===== src/rtl/i2c_mra_pkg.sv =====
// Shared types and constants for the I2C register-access master.
// Holds the payload structs, the configuration register indexes and the
// transfer item and status codes. No dependencies.
`default_nettype none

package i2c_mra_pkg;

  // Slave ACK is sampled this many times before the byte counts as refused
  localparam logic [1:0] ACK_TRIES = 2'd3;

  localparam int unsigned CFG_INDEX_W = 2;
  localparam int unsigned CFG_DATA_W  = 16;

  // Configuration register indexes
  localparam logic [CFG_INDEX_W-1:0] CFG_DEVICE_ADDRESS   = 2'd0;
  localparam logic [CFG_INDEX_W-1:0] CFG_REGISTER_ADDRESS = 2'd1;
  localparam logic [CFG_INDEX_W-1:0] CFG_BYTE_COUNT       = 2'd2;
  localparam logic [CFG_INDEX_W-1:0] CFG_READ_MODE        = 2'd3;

  // Byte being moved on the bus
  typedef enum logic [1:0] {
    ITEM_ADDR_W = 2'd0,
    ITEM_REG    = 2'd1,
    ITEM_DATA   = 2'd2,
    ITEM_ADDR_R = 2'd3
  } item_t;

  // Completion status codes
  localparam logic [2:0] STATUS_OK          = 3'd0;
  localparam logic [2:0] STATUS_ADDR_NACK   = 3'd1;
  localparam logic [2:0] STATUS_REG_NACK    = 3'd2;
  localparam logic [2:0] STATUS_WRITE_NACK  = 3'd3;
  localparam logic [2:0] STATUS_RADDR_NACK  = 3'd4;

  typedef struct packed {
    logic       go;
    logic       sda_in;
    logic [7:0] tx_data;
  } in_item_t;

  typedef struct packed {
    logic       scl_level;
    logic       sda_level;
    logic       sda_listening;
    logic       tx_taken;
    logic [7:0] rx_data;
    logic       rx_valid;
    logic       busy_res;
    logic       done_res;
    logic [2:0] status;
  } out_item_t;

  function automatic logic [2:0] nack_status(input item_t it);
    logic [2:0] code;
    code = STATUS_OK;
    unique case (it)
      ITEM_ADDR_W: code = STATUS_ADDR_NACK;
      ITEM_REG:    code = STATUS_REG_NACK;
      ITEM_DATA:   code = STATUS_WRITE_NACK;
      ITEM_ADDR_R: code = STATUS_RADDR_NACK;
      default:     code = STATUS_OK;
    endcase
    return code;
  endfunction

endpackage

`default_nettype wire


===== src/rtl/i2c_master_register_access.sv =====
// A result is registered into the output register and is valid in the cycle after its tick is accepted.
// Throughput: one tick per clock; the bus sequencer and the output register
// advance together, so a new tick is taken whenever the output register is free or drained.
// Reset (rst, synchronous, active high): sequencer idle, lines released,
// configuration and status cleared, output register empty.
// Bit-level I2C master for register writes and reads; depends on i2c_mra_pkg.
`default_nettype none

module i2c_master_register_access (
  input  wire logic                                clk,
  input  wire logic                                rst,
  input  wire logic                                cfg_wr_en,
  input  wire logic [i2c_mra_pkg::CFG_INDEX_W-1:0] cfg_index,
  input  wire logic [i2c_mra_pkg::CFG_DATA_W-1:0]  cfg_data,
  input  wire logic                                in_valid,
  output logic                                     in_stall,
  input  wire i2c_mra_pkg::in_item_t               in_data,
  output logic                                     out_valid,
  input  wire logic                                out_stall,
  output i2c_mra_pkg::out_item_t                   out_data
);

  typedef enum logic [2:0] {
    PH_IDLE,
    PH_START,
    PH_SEND,
    PH_ACK,
    PH_RECV,
    PH_MACK,
    PH_STOP
  } phase_t;

  // configuration
  logic [6:0]  device_address;
  logic [7:0]  register_address;
  logic [15:0] byte_count;
  logic        read_mode;

  // sequencer state
  phase_t              phase, phase_next;
  logic [1:0]          tick_in_phase, tick_in_phase_next;
  logic [3:0]          bit_counter, bit_counter_next;
  logic [7:0]          shift_byte, shift_byte_next;
  logic [15:0]         bytes_left, bytes_left_next;
  logic [1:0]          ack_tries_left, ack_tries_left_next;
  logic [2:0]          last_status, last_status_next;
  logic                scl_drv, scl_drv_next;
  logic                sda_drv, sda_drv_next;
  i2c_mra_pkg::item_t  item, item_next;
  logic [6:0]          t_addr, t_addr_next;
  logic [7:0]          t_reg, t_reg_next;
  logic                t_read, t_read_next;

  i2c_mra_pkg::out_item_t res;
  logic                   accept;

  assign in_stall = out_valid & out_stall;
  assign accept   = in_valid & ~in_stall;

  always_comb begin
    phase_next          = phase;
    tick_in_phase_next  = tick_in_phase;
    bit_counter_next    = bit_counter;
    shift_byte_next     = shift_byte;
    bytes_left_next     = bytes_left;
    ack_tries_left_next = ack_tries_left;
    last_status_next    = last_status;
    scl_drv_next        = scl_drv;
    sda_drv_next        = sda_drv;
    item_next           = item;
    t_addr_next         = t_addr;
    t_reg_next          = t_reg;
    t_read_next         = t_read;
    res                 = '0;

    // latch the configuration and enter START on the same tick
    if (phase == PH_IDLE && in_data.go) begin
      t_addr_next         = device_address;
      t_reg_next          = register_address;
      t_read_next         = read_mode;
      bytes_left_next     = byte_count;
      last_status_next    = i2c_mra_pkg::STATUS_OK;
      tick_in_phase_next  = 2'd0;
      bit_counter_next    = 4'd0;
      shift_byte_next     = 8'd0;
      ack_tries_left_next = 2'd0;
      item_next           = i2c_mra_pkg::ITEM_ADDR_W;
      phase_next          = PH_START;
    end
    res.busy_res = (phase_next != PH_IDLE);

    unique case (phase_next)
      PH_IDLE: begin
      end
      PH_START: begin
        unique case (tick_in_phase_next)
          2'd0:    sda_drv_next = 1'b1;
          2'd1:    scl_drv_next = 1'b1;
          2'd2:    sda_drv_next = 1'b0;
          default: scl_drv_next = 1'b0;
        endcase
        if (tick_in_phase_next == 2'd3) begin
          phase_next         = PH_SEND;
          tick_in_phase_next = 2'd0;
          bit_counter_next   = 4'd0;
          if (item_next == i2c_mra_pkg::ITEM_ADDR_R) begin
            shift_byte_next = {t_addr_next, 1'b1};
          end else begin
            shift_byte_next = {t_addr_next, 1'b0};
          end
        end else begin
          tick_in_phase_next = tick_in_phase_next + 2'd1;
        end
      end
      PH_SEND: begin
        if (tick_in_phase_next == 2'd0) begin
          if (item_next == i2c_mra_pkg::ITEM_DATA && bit_counter_next == 4'd0) begin
            shift_byte_next = in_data.tx_data;
            res.tx_taken    = 1'b1;
          end
          sda_drv_next       = shift_byte_next[7];
          tick_in_phase_next = 2'd1;
        end else if (tick_in_phase_next == 2'd1) begin
          scl_drv_next       = 1'b1;
          tick_in_phase_next = 2'd2;
        end else begin
          scl_drv_next       = 1'b0;
          shift_byte_next    = {shift_byte_next[6:0], 1'b0};
          tick_in_phase_next = 2'd0;
          if (bit_counter_next == 4'd7) begin
            bit_counter_next = 4'd0;
            phase_next       = PH_ACK;
          end else begin
            bit_counter_next = bit_counter_next + 4'd1;
          end
        end
      end
      PH_ACK: begin
        if (tick_in_phase_next == 2'd0) begin
          sda_drv_next       = 1'b1;
          tick_in_phase_next = 2'd1;
        end else if (tick_in_phase_next == 2'd1) begin
          scl_drv_next        = 1'b1;
          tick_in_phase_next  = 2'd2;
          ack_tries_left_next = i2c_mra_pkg::ACK_TRIES;
        end else begin
          res.sda_listening = 1'b1;
          if (ack_tries_left_next == 2'd0) begin
            // refused: report which byte and release the bus
            last_status_next   = i2c_mra_pkg::nack_status(item_next);
            phase_next         = PH_STOP;
            tick_in_phase_next = 2'd0;
          end else if (!in_data.sda_in) begin
            scl_drv_next = 1'b0;
            sda_drv_next = 1'b1;
            // pick the next byte; register and data bytes go straight to SEND, the read address via a repeated START
            unique case (item_next)
              i2c_mra_pkg::ITEM_ADDR_W: begin
                item_next          = i2c_mra_pkg::ITEM_REG;
                phase_next         = PH_SEND;
                tick_in_phase_next = 2'd0;
                bit_counter_next   = 4'd0;
                shift_byte_next    = t_reg_next;
              end
              i2c_mra_pkg::ITEM_REG: begin
                tick_in_phase_next = 2'd0;
                if (t_read_next) begin
                  phase_next = PH_START;
                  item_next  = i2c_mra_pkg::ITEM_ADDR_R;
                end else if (bytes_left_next == 16'd0) begin
                  phase_next = PH_STOP;
                end else begin
                  item_next        = i2c_mra_pkg::ITEM_DATA;
                  phase_next       = PH_SEND;
                  bit_counter_next = 4'd0;
                end
              end
              i2c_mra_pkg::ITEM_DATA: begin
                bytes_left_next    = bytes_left_next - 16'd1;
                tick_in_phase_next = 2'd0;
                if (bytes_left_next == 16'd0) begin
                  phase_next = PH_STOP;
                end else begin
                  phase_next       = PH_SEND;
                  bit_counter_next = 4'd0;
                end
              end
              default: begin
                tick_in_phase_next = 2'd0;
                if (bytes_left_next == 16'd0) begin
                  phase_next = PH_STOP;
                end else begin
                  phase_next       = PH_RECV;
                  bit_counter_next = 4'd0;
                  shift_byte_next  = 8'd0;
                end
              end
            endcase
          end else begin
            ack_tries_left_next = ack_tries_left_next - 2'd1;
          end
        end
      end
      PH_RECV: begin
        res.sda_listening = 1'b1;
        sda_drv_next      = 1'b1;
        if (tick_in_phase_next == 2'd0) begin
          scl_drv_next       = 1'b0;
          tick_in_phase_next = 2'd1;
        end else begin
          scl_drv_next       = 1'b1;
          shift_byte_next    = {shift_byte_next[6:0], in_data.sda_in};
          tick_in_phase_next = 2'd0;
          if (bit_counter_next == 4'd7) begin
            res.rx_valid     = 1'b1;
            res.rx_data      = shift_byte_next;
            bit_counter_next = 4'd0;
            bytes_left_next  = bytes_left_next - 16'd1;
            scl_drv_next     = 1'b0;
            phase_next       = PH_MACK;
          end else begin
            bit_counter_next = bit_counter_next + 4'd1;
          end
        end
      end
      PH_MACK: begin
        if (tick_in_phase_next == 2'd0) begin
          // NACK the last byte, ACK the rest
          sda_drv_next       = (bytes_left_next == 16'd0);
          tick_in_phase_next = 2'd1;
        end else if (tick_in_phase_next == 2'd1) begin
          scl_drv_next       = 1'b1;
          tick_in_phase_next = 2'd2;
        end else begin
          scl_drv_next       = 1'b0;
          tick_in_phase_next = 2'd0;
          if (bytes_left_next == 16'd0) begin
            phase_next = PH_STOP;
          end else begin
            phase_next       = PH_RECV;
            shift_byte_next  = 8'd0;
            bit_counter_next = 4'd0;
          end
        end
      end
      PH_STOP: begin
        if (tick_in_phase_next == 2'd0) begin
          sda_drv_next       = 1'b0;
          scl_drv_next       = 1'b0;
          tick_in_phase_next = 2'd1;
        end else if (tick_in_phase_next == 2'd1) begin
          scl_drv_next       = 1'b1;
          tick_in_phase_next = 2'd2;
        end else begin
          sda_drv_next       = 1'b1;
          res.done_res       = 1'b1;
          phase_next         = PH_IDLE;
          tick_in_phase_next = 2'd0;
        end
      end
      default: begin
      end
    endcase

    res.scl_level = scl_drv_next;
    res.sda_level = res.sda_listening | sda_drv_next;
    res.status    = last_status_next;
  end

  always_ff @(posedge clk) begin
    if (rst) begin
      device_address   <= '0;
      register_address <= '0;
      byte_count       <= '0;
      read_mode        <= 1'b0;
      phase            <= PH_IDLE;
      tick_in_phase    <= '0;
      bit_counter      <= '0;
      shift_byte       <= '0;
      bytes_left       <= '0;
      ack_tries_left   <= '0;
      last_status      <= i2c_mra_pkg::STATUS_OK;
      scl_drv          <= 1'b1;
      sda_drv          <= 1'b1;
      item             <= i2c_mra_pkg::ITEM_ADDR_W;
      t_addr           <= '0;
      t_reg            <= '0;
      t_read           <= 1'b0;
      out_valid        <= 1'b0;
    end else begin
      if (cfg_wr_en) begin
        unique case (cfg_index)
          i2c_mra_pkg::CFG_DEVICE_ADDRESS:   device_address   <= cfg_data[6:0];
          i2c_mra_pkg::CFG_REGISTER_ADDRESS: register_address <= cfg_data[7:0];
          i2c_mra_pkg::CFG_BYTE_COUNT:       byte_count       <= cfg_data;
          i2c_mra_pkg::CFG_READ_MODE:        read_mode        <= cfg_data[0];
          default: begin
          end
        endcase
      end
      if (accept) begin
        phase          <= phase_next;
        tick_in_phase  <= tick_in_phase_next;
        bit_counter    <= bit_counter_next;
        shift_byte     <= shift_byte_next;
        bytes_left     <= bytes_left_next;
        ack_tries_left <= ack_tries_left_next;
        last_status    <= last_status_next;
        scl_drv        <= scl_drv_next;
        sda_drv        <= sda_drv_next;
        item           <= item_next;
        t_addr         <= t_addr_next;
        t_reg          <= t_reg_next;
        t_read         <= t_read_next;
        out_data       <= res;
      end
      // hold the result until the consumer takes it
      out_valid <= accept | (out_valid & out_stall);
    end
  end

  // every accepted tick leaves a result behind
  a_accept_fills_output: assert property (@(posedge clk) disable iff (rst)
    accept |=> out_valid)
    else $error("accepted tick produced no result");

  a_idle_counters_clear: assert property (@(posedge clk) disable iff (rst)
    phase == PH_IDLE |-> (tick_in_phase == 2'd0 && bit_counter == 4'd0))
    else $error("sequencer idle with counters not cleared");

  a_bit_counter_range: assert property (@(posedge clk) disable iff (rst)
    bit_counter <= 4'd7)
    else $error("bit counter out of range");

  a_rx_while_listening: assert property (@(posedge clk) disable iff (rst)
    (out_valid && out_data.rx_valid) |-> (out_data.sda_listening && out_data.busy_res))
    else $error("received byte reported while not listening");

endmodule

`default_nettype wire

===== config.mk =====
export PLATFORM = sky130hd
export DESIGN_NAME = i2c_master_register_access
export DESIGN_NICKNAME = d
export VERILOG_FILES = /design/src/rtl/i2c_mra_pkg.sv /design/src/rtl/i2c_master_register_access.sv
export SDC_FILE = /design/constraint.sdc
export NUM_CORES = 1
export LEC_CHECK = 0
export BUFFER_PORTS_ARGS = -buffer_cell sky130_fd_sc_hd__buf_2
export CORE_MARGIN = 5
export CORE_UTILIZATION = 41
export DETAILED_ROUTE_END_ITERATION = 7
export HOLD_SLACK_MARGIN = 0.1
export PLACE_DENSITY = 0.65
export SYNTH_ARGS = -nofsm -noshare
export SYNTH_HDL_FRONTEND = slang
export SYNTH_SLANG_ARGS = --single-unit

===== constraint.sdc =====
create_clock -name clk -period 4.8 [get_ports clk]
set_input_delay 0.72 -clock clk [delete_from_list [all_inputs] [get_ports clk]]
set_output_delay 0.72 -clock clk [all_outputs]
set_load 0.05 [all_outputs]

== Word level (Yosys, flattened, before mapping) ==
Index checks and enable logic that the tools add are counted.
Word-level totals
  register bits: 109
  bits of input ports: 33
Cells by class
  mux-type cells: 124
  equality and inequality tests: 16
  reductions and logical operators: 23
  add/sub/neg operators: 4
  bitwise logic cells: 8
Operators by type and width (number)
  16-bit two-way mux: 8
  8-bit two-way mux: 14
  3-bit two-way mux: 23
  4-bit two-way mux: 15
  2-bit two-way mux: 23
  8-bit case mux with 5 select lines: 1
  16-bit logical NOT: 2
  16-bit case mux with 2 select lines: 1
  1-bit two-way mux: 25
  4-bit case mux with 5 select lines: 1
  3-bit case mux with 6 select lines: 1
  8-bit case mux with 2 select lines: 1
  16-bit by 1-bit subtractor with 16-bit output (second input constant): 1
  2-bit == test (second input constant): 6
  3-bit case mux with 4 select lines: 1
  4-bit case mux with 3 select lines: 1
  2-bit AND reduction: 6
  3-bit == test (second input constant): 3
  3-bit case mux with 3 select lines: 1
  2-bit logical NOT: 4
  2-bit case mux with 4 select lines: 1
  2-bit OR reduction: 4
  7-bit two-way mux: 1
  2-bit by 1-bit == test with 1-bit output (second input constant): 3
  18 further kinds: 28

== Logic depth before layout (Yosys ltp) ==
  word-level depth: 12
  mapped depth: 19
  mapped depth without buffers: 12

== Worst setup path before layout ==
OpenSTA, ideal clock, no wires.
  kind: input to register
  start: in in_data[9] (netlist bit)
  end: reg bytes_left[13]
  path buffers: 6
  arrival time: 4.122 ns
  cell stages on the path: 16
  path slack: 0.608 ns
  setup time: 0.070 ns
  data required time: 4.730 ns
  path through: or4b_1 > buf_2 > buf_2 > buf_1 > clkbuf_1 > clkbuf_1 > nand2_1 > ha_1 > clkbuf_1 > or4_1 > nor2_1 > a21oi_1 > or3_1 > nor3_1 > o21ai_1 > a21oi_1
Between the ends
  word-level cells in the longest chain between the ends: 9
  elaborated cells between the ends (all ways): 23
  those cells by class: 1 x add/sub; 5 x eq/ne; 14 x mux; 3 x reduce/logical
Ends and longest elaborated chain
  start, declared: line i2c_master_register_access.sv:17  | input wire i2c_mra_pkg::in_item_t in_data,
  1-bit logical AND *: line i2c_master_register_access.sv:77  | if (phase == PH_IDLE && in_data.go) begin
  16-bit two-way mux or 2-bit two-way mux (tied branches): line i2c_master_register_access.sv:77
  16-bit by 1-bit subtractor with 16-bit output or 2-bit == test (tied branches): line i2c_master_register_access.sv:179, i2c_master_register_access.sv:218, i2c_master_register_access.sv:157
  16-bit two-way mux: line i2c_master_register_access.sv:157  | unique case (item_next)
  16-bit two-way mux: line i2c_master_register_access.sv:153  | end else if (!in_data.sda_in) begin
  16-bit two-way mux: line i2c_master_register_access.sv:148  | if (ack_tries_left_next == 2'd0) begin
  16-bit two-way mux: line i2c_master_register_access.sv:142  | end else if (tick_in_phase_next == 2'd1) begin
  16-bit two-way mux: line i2c_master_register_access.sv:139  | if (tick_in_phase_next == 2'd0) begin
  16-bit case mux with 2 select lines *: line i2c_master_register_access.sv:92  | unique case (phase_next)
  end signal, assigned: line i2c_master_register_access.sv:306  | bytes_left <= bytes_left_next;
  end, declared: line i2c_master_register_access.sv:44  | logic [15:0] bytes_left, bytes_left_next;
Mark *: on every way between the ends. The rest lies on a longest branch, timed or not.
A chain may end at the register's enable or synchronous reset.

== Final worst setup path ==
  start: reg phase[1]
  end: reg bit_counter[2]
Between the ends
  word-level cells in the longest chain between the ends: 12
  elaborated cells between the ends (all ways): 42
  those cells by class: 2 x add/sub; 10 x eq/ne; 23 x mux; 7 x reduce/logical
Ends and longest elaborated chain
  start, declared: line i2c_master_register_access.sv:40  | phase_t phase, phase_next;
  start signal, assigned: line i2c_master_register_access.sv:302  | phase <= phase_next;
  3-bit logical NOT: line i2c_master_register_access.sv:77
  1-bit logical AND: line i2c_master_register_access.sv:77
  16-bit two-way mux: line i2c_master_register_access.sv:77
  16-bit by 1-bit subtractor with 16-bit output or 16-bit logical NOT (tied branches)
  16-bit logical NOT or 4-bit two-way mux (tied branches)
  4-bit two-way mux, on equally long branches: line i2c_master_register_access.sv:181, i2c_master_register_access.sv:167
  4-bit case mux with 3 select lines: line i2c_master_register_access.sv:157
  4-bit two-way mux: line i2c_master_register_access.sv:153
  4-bit two-way mux: line i2c_master_register_access.sv:148
  4-bit two-way mux: line i2c_master_register_access.sv:142
  4-bit two-way mux: line i2c_master_register_access.sv:139
  4-bit case mux with 5 select lines *: line i2c_master_register_access.sv:92
  end signal, assigned: line i2c_master_register_access.sv:304  | bit_counter <= bit_counter_next;
  end, declared: line i2c_master_register_access.sv:42  | logic [3:0] bit_counter, bit_counter_next;
Marked as above.

==> summary by stage <==
Synthesis
The main flop type after synthesis is sky130_fd_sc_hd__dfxtp_1. After synthesis, flip-flops and latches occupy 35.5% of the total area. By area the synthesized netlist is led by sky130_fd_sc_hd__dfxtp_1, sky130_fd_sc_hd__nand2_1, sky130_fd_sc_hd__edfxtp_1.

Synthesis produced 882 cells. The biggest area consumer among synthesized cells is sky130_fd_sc_hd__dfxtp_1. Yosys mapped a number of flops with a built-in enable equal to 18. The number of warning messages in the yosys log is 0. The average cell area after synthesis is 7.55 sq um. Synthesis instantiated 69 different standard cells from the library. Counting flops with an async set or reset pin after synthesis yields a share of 0%. The area share of the largest cell type after synthesis is 27.4%. The number of nets in the synthesized netlist is 929.

The number of register bits inferred by synthesis is 109. The synthesized cell area is 6660 sq um.

Layout
In the layout the commonest cells are sky130_fd_sc_hd__nand2_1, sky130_fd_sc_hd__a21oi_1, sky130_fd_sc_hd__dfxtp_1. 0 antenna diodes ended up in the layout. The library cell used most frequently in the layout, excluding fill and tap cells, is sky130_fd_sc_hd__nand2_1. The count of nets after finishing is 945.

More flip-flops sit in one register than any other, and that register is out_data. The share of final-layout standard cells stronger than drive strength 1 is 11.2%. At the end of the flow the core is filled with cells to 46.6%.

The flip-flop count of the largest register, all copies and words added is 18. The synthesis-to-layout area growth is 11.1%. The largest registers in the layout are out_data (18), byte_count (16), bytes_left (16).

Setup path
The critical register-to-register path startpoint is phase[1]. The arrival time at the worst endpoint is 4130 ps. For flop-to-flop paths, the worst setup slack is 960 ps.

The worst reg2reg path depth is 12. STA classifies the critical path endpoint as a flop. The critical path data required time is 5090 ps. The category of the worst setup path launch point is a flop. The worst reg2reg path endpoint is bit_counter[2]. The type of the worst setup path is flop to flop.

In this run the worst path has a maximum fanout of 23.

Place
Routability-driven placement finished with a final weighted congestion of 0.924. Before CTS, the worst setup slack after placement is 761 ps. The count of buffers inserted at the top-level ports is 52. Once detailed placement completed, the half-perimeter wirelength came to 13900 um.

Detailed routing
For this block, the routed nets add up to 19700 um of wire. The count of vias placed by the detailed router is 6608. In the routed layout, each cell is associated on average with a via count of 5.91. The number of DRC violations after detailed routing is 0.

After detailed routing, the average wire length per cell comes to 17.6 um. The met3 wire length is 1450 um. The highest layer touched by signal routing is met4.

The DRC violation total after the first TritonRoute iteration is 644. Detailed routing placed a total of 8610 um of wire on met2. After detailed routing, the wire length on met1 is 9170 um. The detail route stage leaves a number of antenna-violating nets equal to 0. The length of the first detailed-routing pass in iterations is 5.

GRT
The global-route wire length before repair is 31800 um. The total grt overflow is 0. The number of antenna violations at the first check in global routing is 0. The maximum number of pins on one net before global-route repair is 83.

The number of global-route vias before repair is 5938. The total track usage is 21.1%.

Power and ir drop
The design draws 2.30 mW. In this run the power density over the cells is 311 nW/um^2. The leakage dissipation is 2.79 nW. VDD sags by at most 0.260 mV.

Timing
The count of final setup violators is 0. For this run, the top clock speed supported by timing is 0.260 GHz. The max-slew headroom at the worst pin is 23.3%. The hold violation total from the final report came to 0. The minimum clock period is 3840 ps.

Summed over all failing endpoints, the final setup total negative slack is 0 ps. The final period utilization is 80.0%. The setup slack of the critical path after layout is 960 ps.

The max-slew violation total from the final report is 0. At the pin with the least slew margin, the transition time is 1150 ps. Setup repair after global routing left no endpoint under its margin.

The clock tree skew after final layout is 13.7 ps.

Die
Measured along the x axis, the die boundary spans 137 um. For this configuration, the core starts out at a cell density of 41.9%. After floorplanning, the core was sized to cover 15900 sq um. The floorplan step defined a die boundary enclosing 18900 sq um. The standard-cell row count is 46. The number of top-level pins is 53. The die is 137 um tall.

Min path
The depth of the worst hold-timing path is 2. The startpoint identified for the worst hold timing path is t_reg[5]. The worst hold path belongs to the class flop to flop. The worst-case hold path end point is t_reg[5].

Run status
The flow ran to the end, and the final reports show no timing, DRC or antenna violations.

Clocking
The clock root buffer is sky130_fd_sc_hd__clkbuf_16. The TritonCTS buffer count is 9. The number of buffers inserted to repair setup after CTS is 0. Clock-pin slew was measured on the worst setup and hold paths at 80 ps. The clock tree from TritonCTS is done.

The H-tree generated during clock tree synthesis spans 3 levels. The clock net sink count is 109. In this run, post-CTS hold repair placed 0 buffers.

The clock passes through at most 2 buffers. The insertion delay of the later-clocked pin in the worst-skew pair is 360 ps. The total of cells resized after clock tree synthesis is 0.

Job
The number of max-cap violations is 0.
cells in the mapped netlist, drive strengths merged, types with 15 or more instances:
library cell  number
a21oi             99
and2              20
buf               16
clkbuf            47
dfxtp             91
edfxtp            18
inv               20
mux2i             35
nand2            158
nand3             16
nor2              87
nor3              31
o211ai            15
o21ai             54
layout make-up:
type	count	area, sq um
inverters	20	75.1
well taps	216	270
fillers	1620	8490
clock inverters	6	70.1
multi-input cells	690	3980
repair buffers	68	393
flip-flops and latches	109	2360
clock buffers	10	250
layer usage:
metal	track usage, %	up-vias
li1	-	3203
met1	30.4	3063
met2	31.6	306
met3	3.54	36
met4	7.65	0
met5	0	-
power by group:
part / total, mW / internal [mW] / switching, mW
logic: 0.494 / 0.172 / 0.322
registers: 1.01 / 0.964 / 0.0443
clock network: 0.795 / 0.402 / 0.393
cells by family (layout without fill, tap and decap cells):
| kind of cell | count (synthesis) | in the layout | synth area share, % |
|---|---|---|---|
| simple gates | 382 | 382 | 27.4 |
| fa+ha+maj | 14 | 14 | 2.63 |
| mux | 36 | 36 | 5.43 |
| compound gates | 247 | 247 | 22.7 |
| buf+inv | 83 | 104 | 4.89 |
| flops | 109 | 109 | 35.5 |
| xor+xnor | 11 | 11 | 1.45 |
stage by stage:
step                hold WS, ps  cells  instance area [sq um]
floorplan                   432    882                   6660
global placement            442   1103                   7080
detailed placement          448   1103                   7080
CTS                         460   1119                   7400
global route                487   1119                   7400
finish                      459   1119                   7400
worst max path at each step:
stage	to	slack, ps	from
after detailed placement	bytes_left[13]	760	in_data[9]
final	bit_counter[2]	960	phase[1]
after global placement	bit_counter[2]	840	in_data[9]
after floorplan	bytes_left[13]	610	in_data[9]
after CTS	bit_counter[2]	1000	phase[1]
after global routing	bit_counter[2]	850	phase[1]
worst max-delay path: stages (launching register included):
cell	delay, ps
sky130_fd_sc_hd__dfxtp_1	350
sky130_fd_sc_hd__buf_4	230
sky130_fd_sc_hd__nor4b_4	440
sky130_fd_sc_hd__mux2i_1	500
sky130_fd_sc_hd__ha_1	310
sky130_fd_sc_hd__or3b_2	450
sky130_fd_sc_hd__nor4_1	250
sky130_fd_sc_hd__o221ai_2	270
sky130_fd_sc_hd__a21oi_1	280
sky130_fd_sc_hd__nor2_1	110
sky130_fd_sc_hd__a221oi_1	330
sky130_fd_sc_hd__a21oi_1	80
sky130_fd_sc_hd__a21oi_1	150
Power figures use the tool's default switching activity.
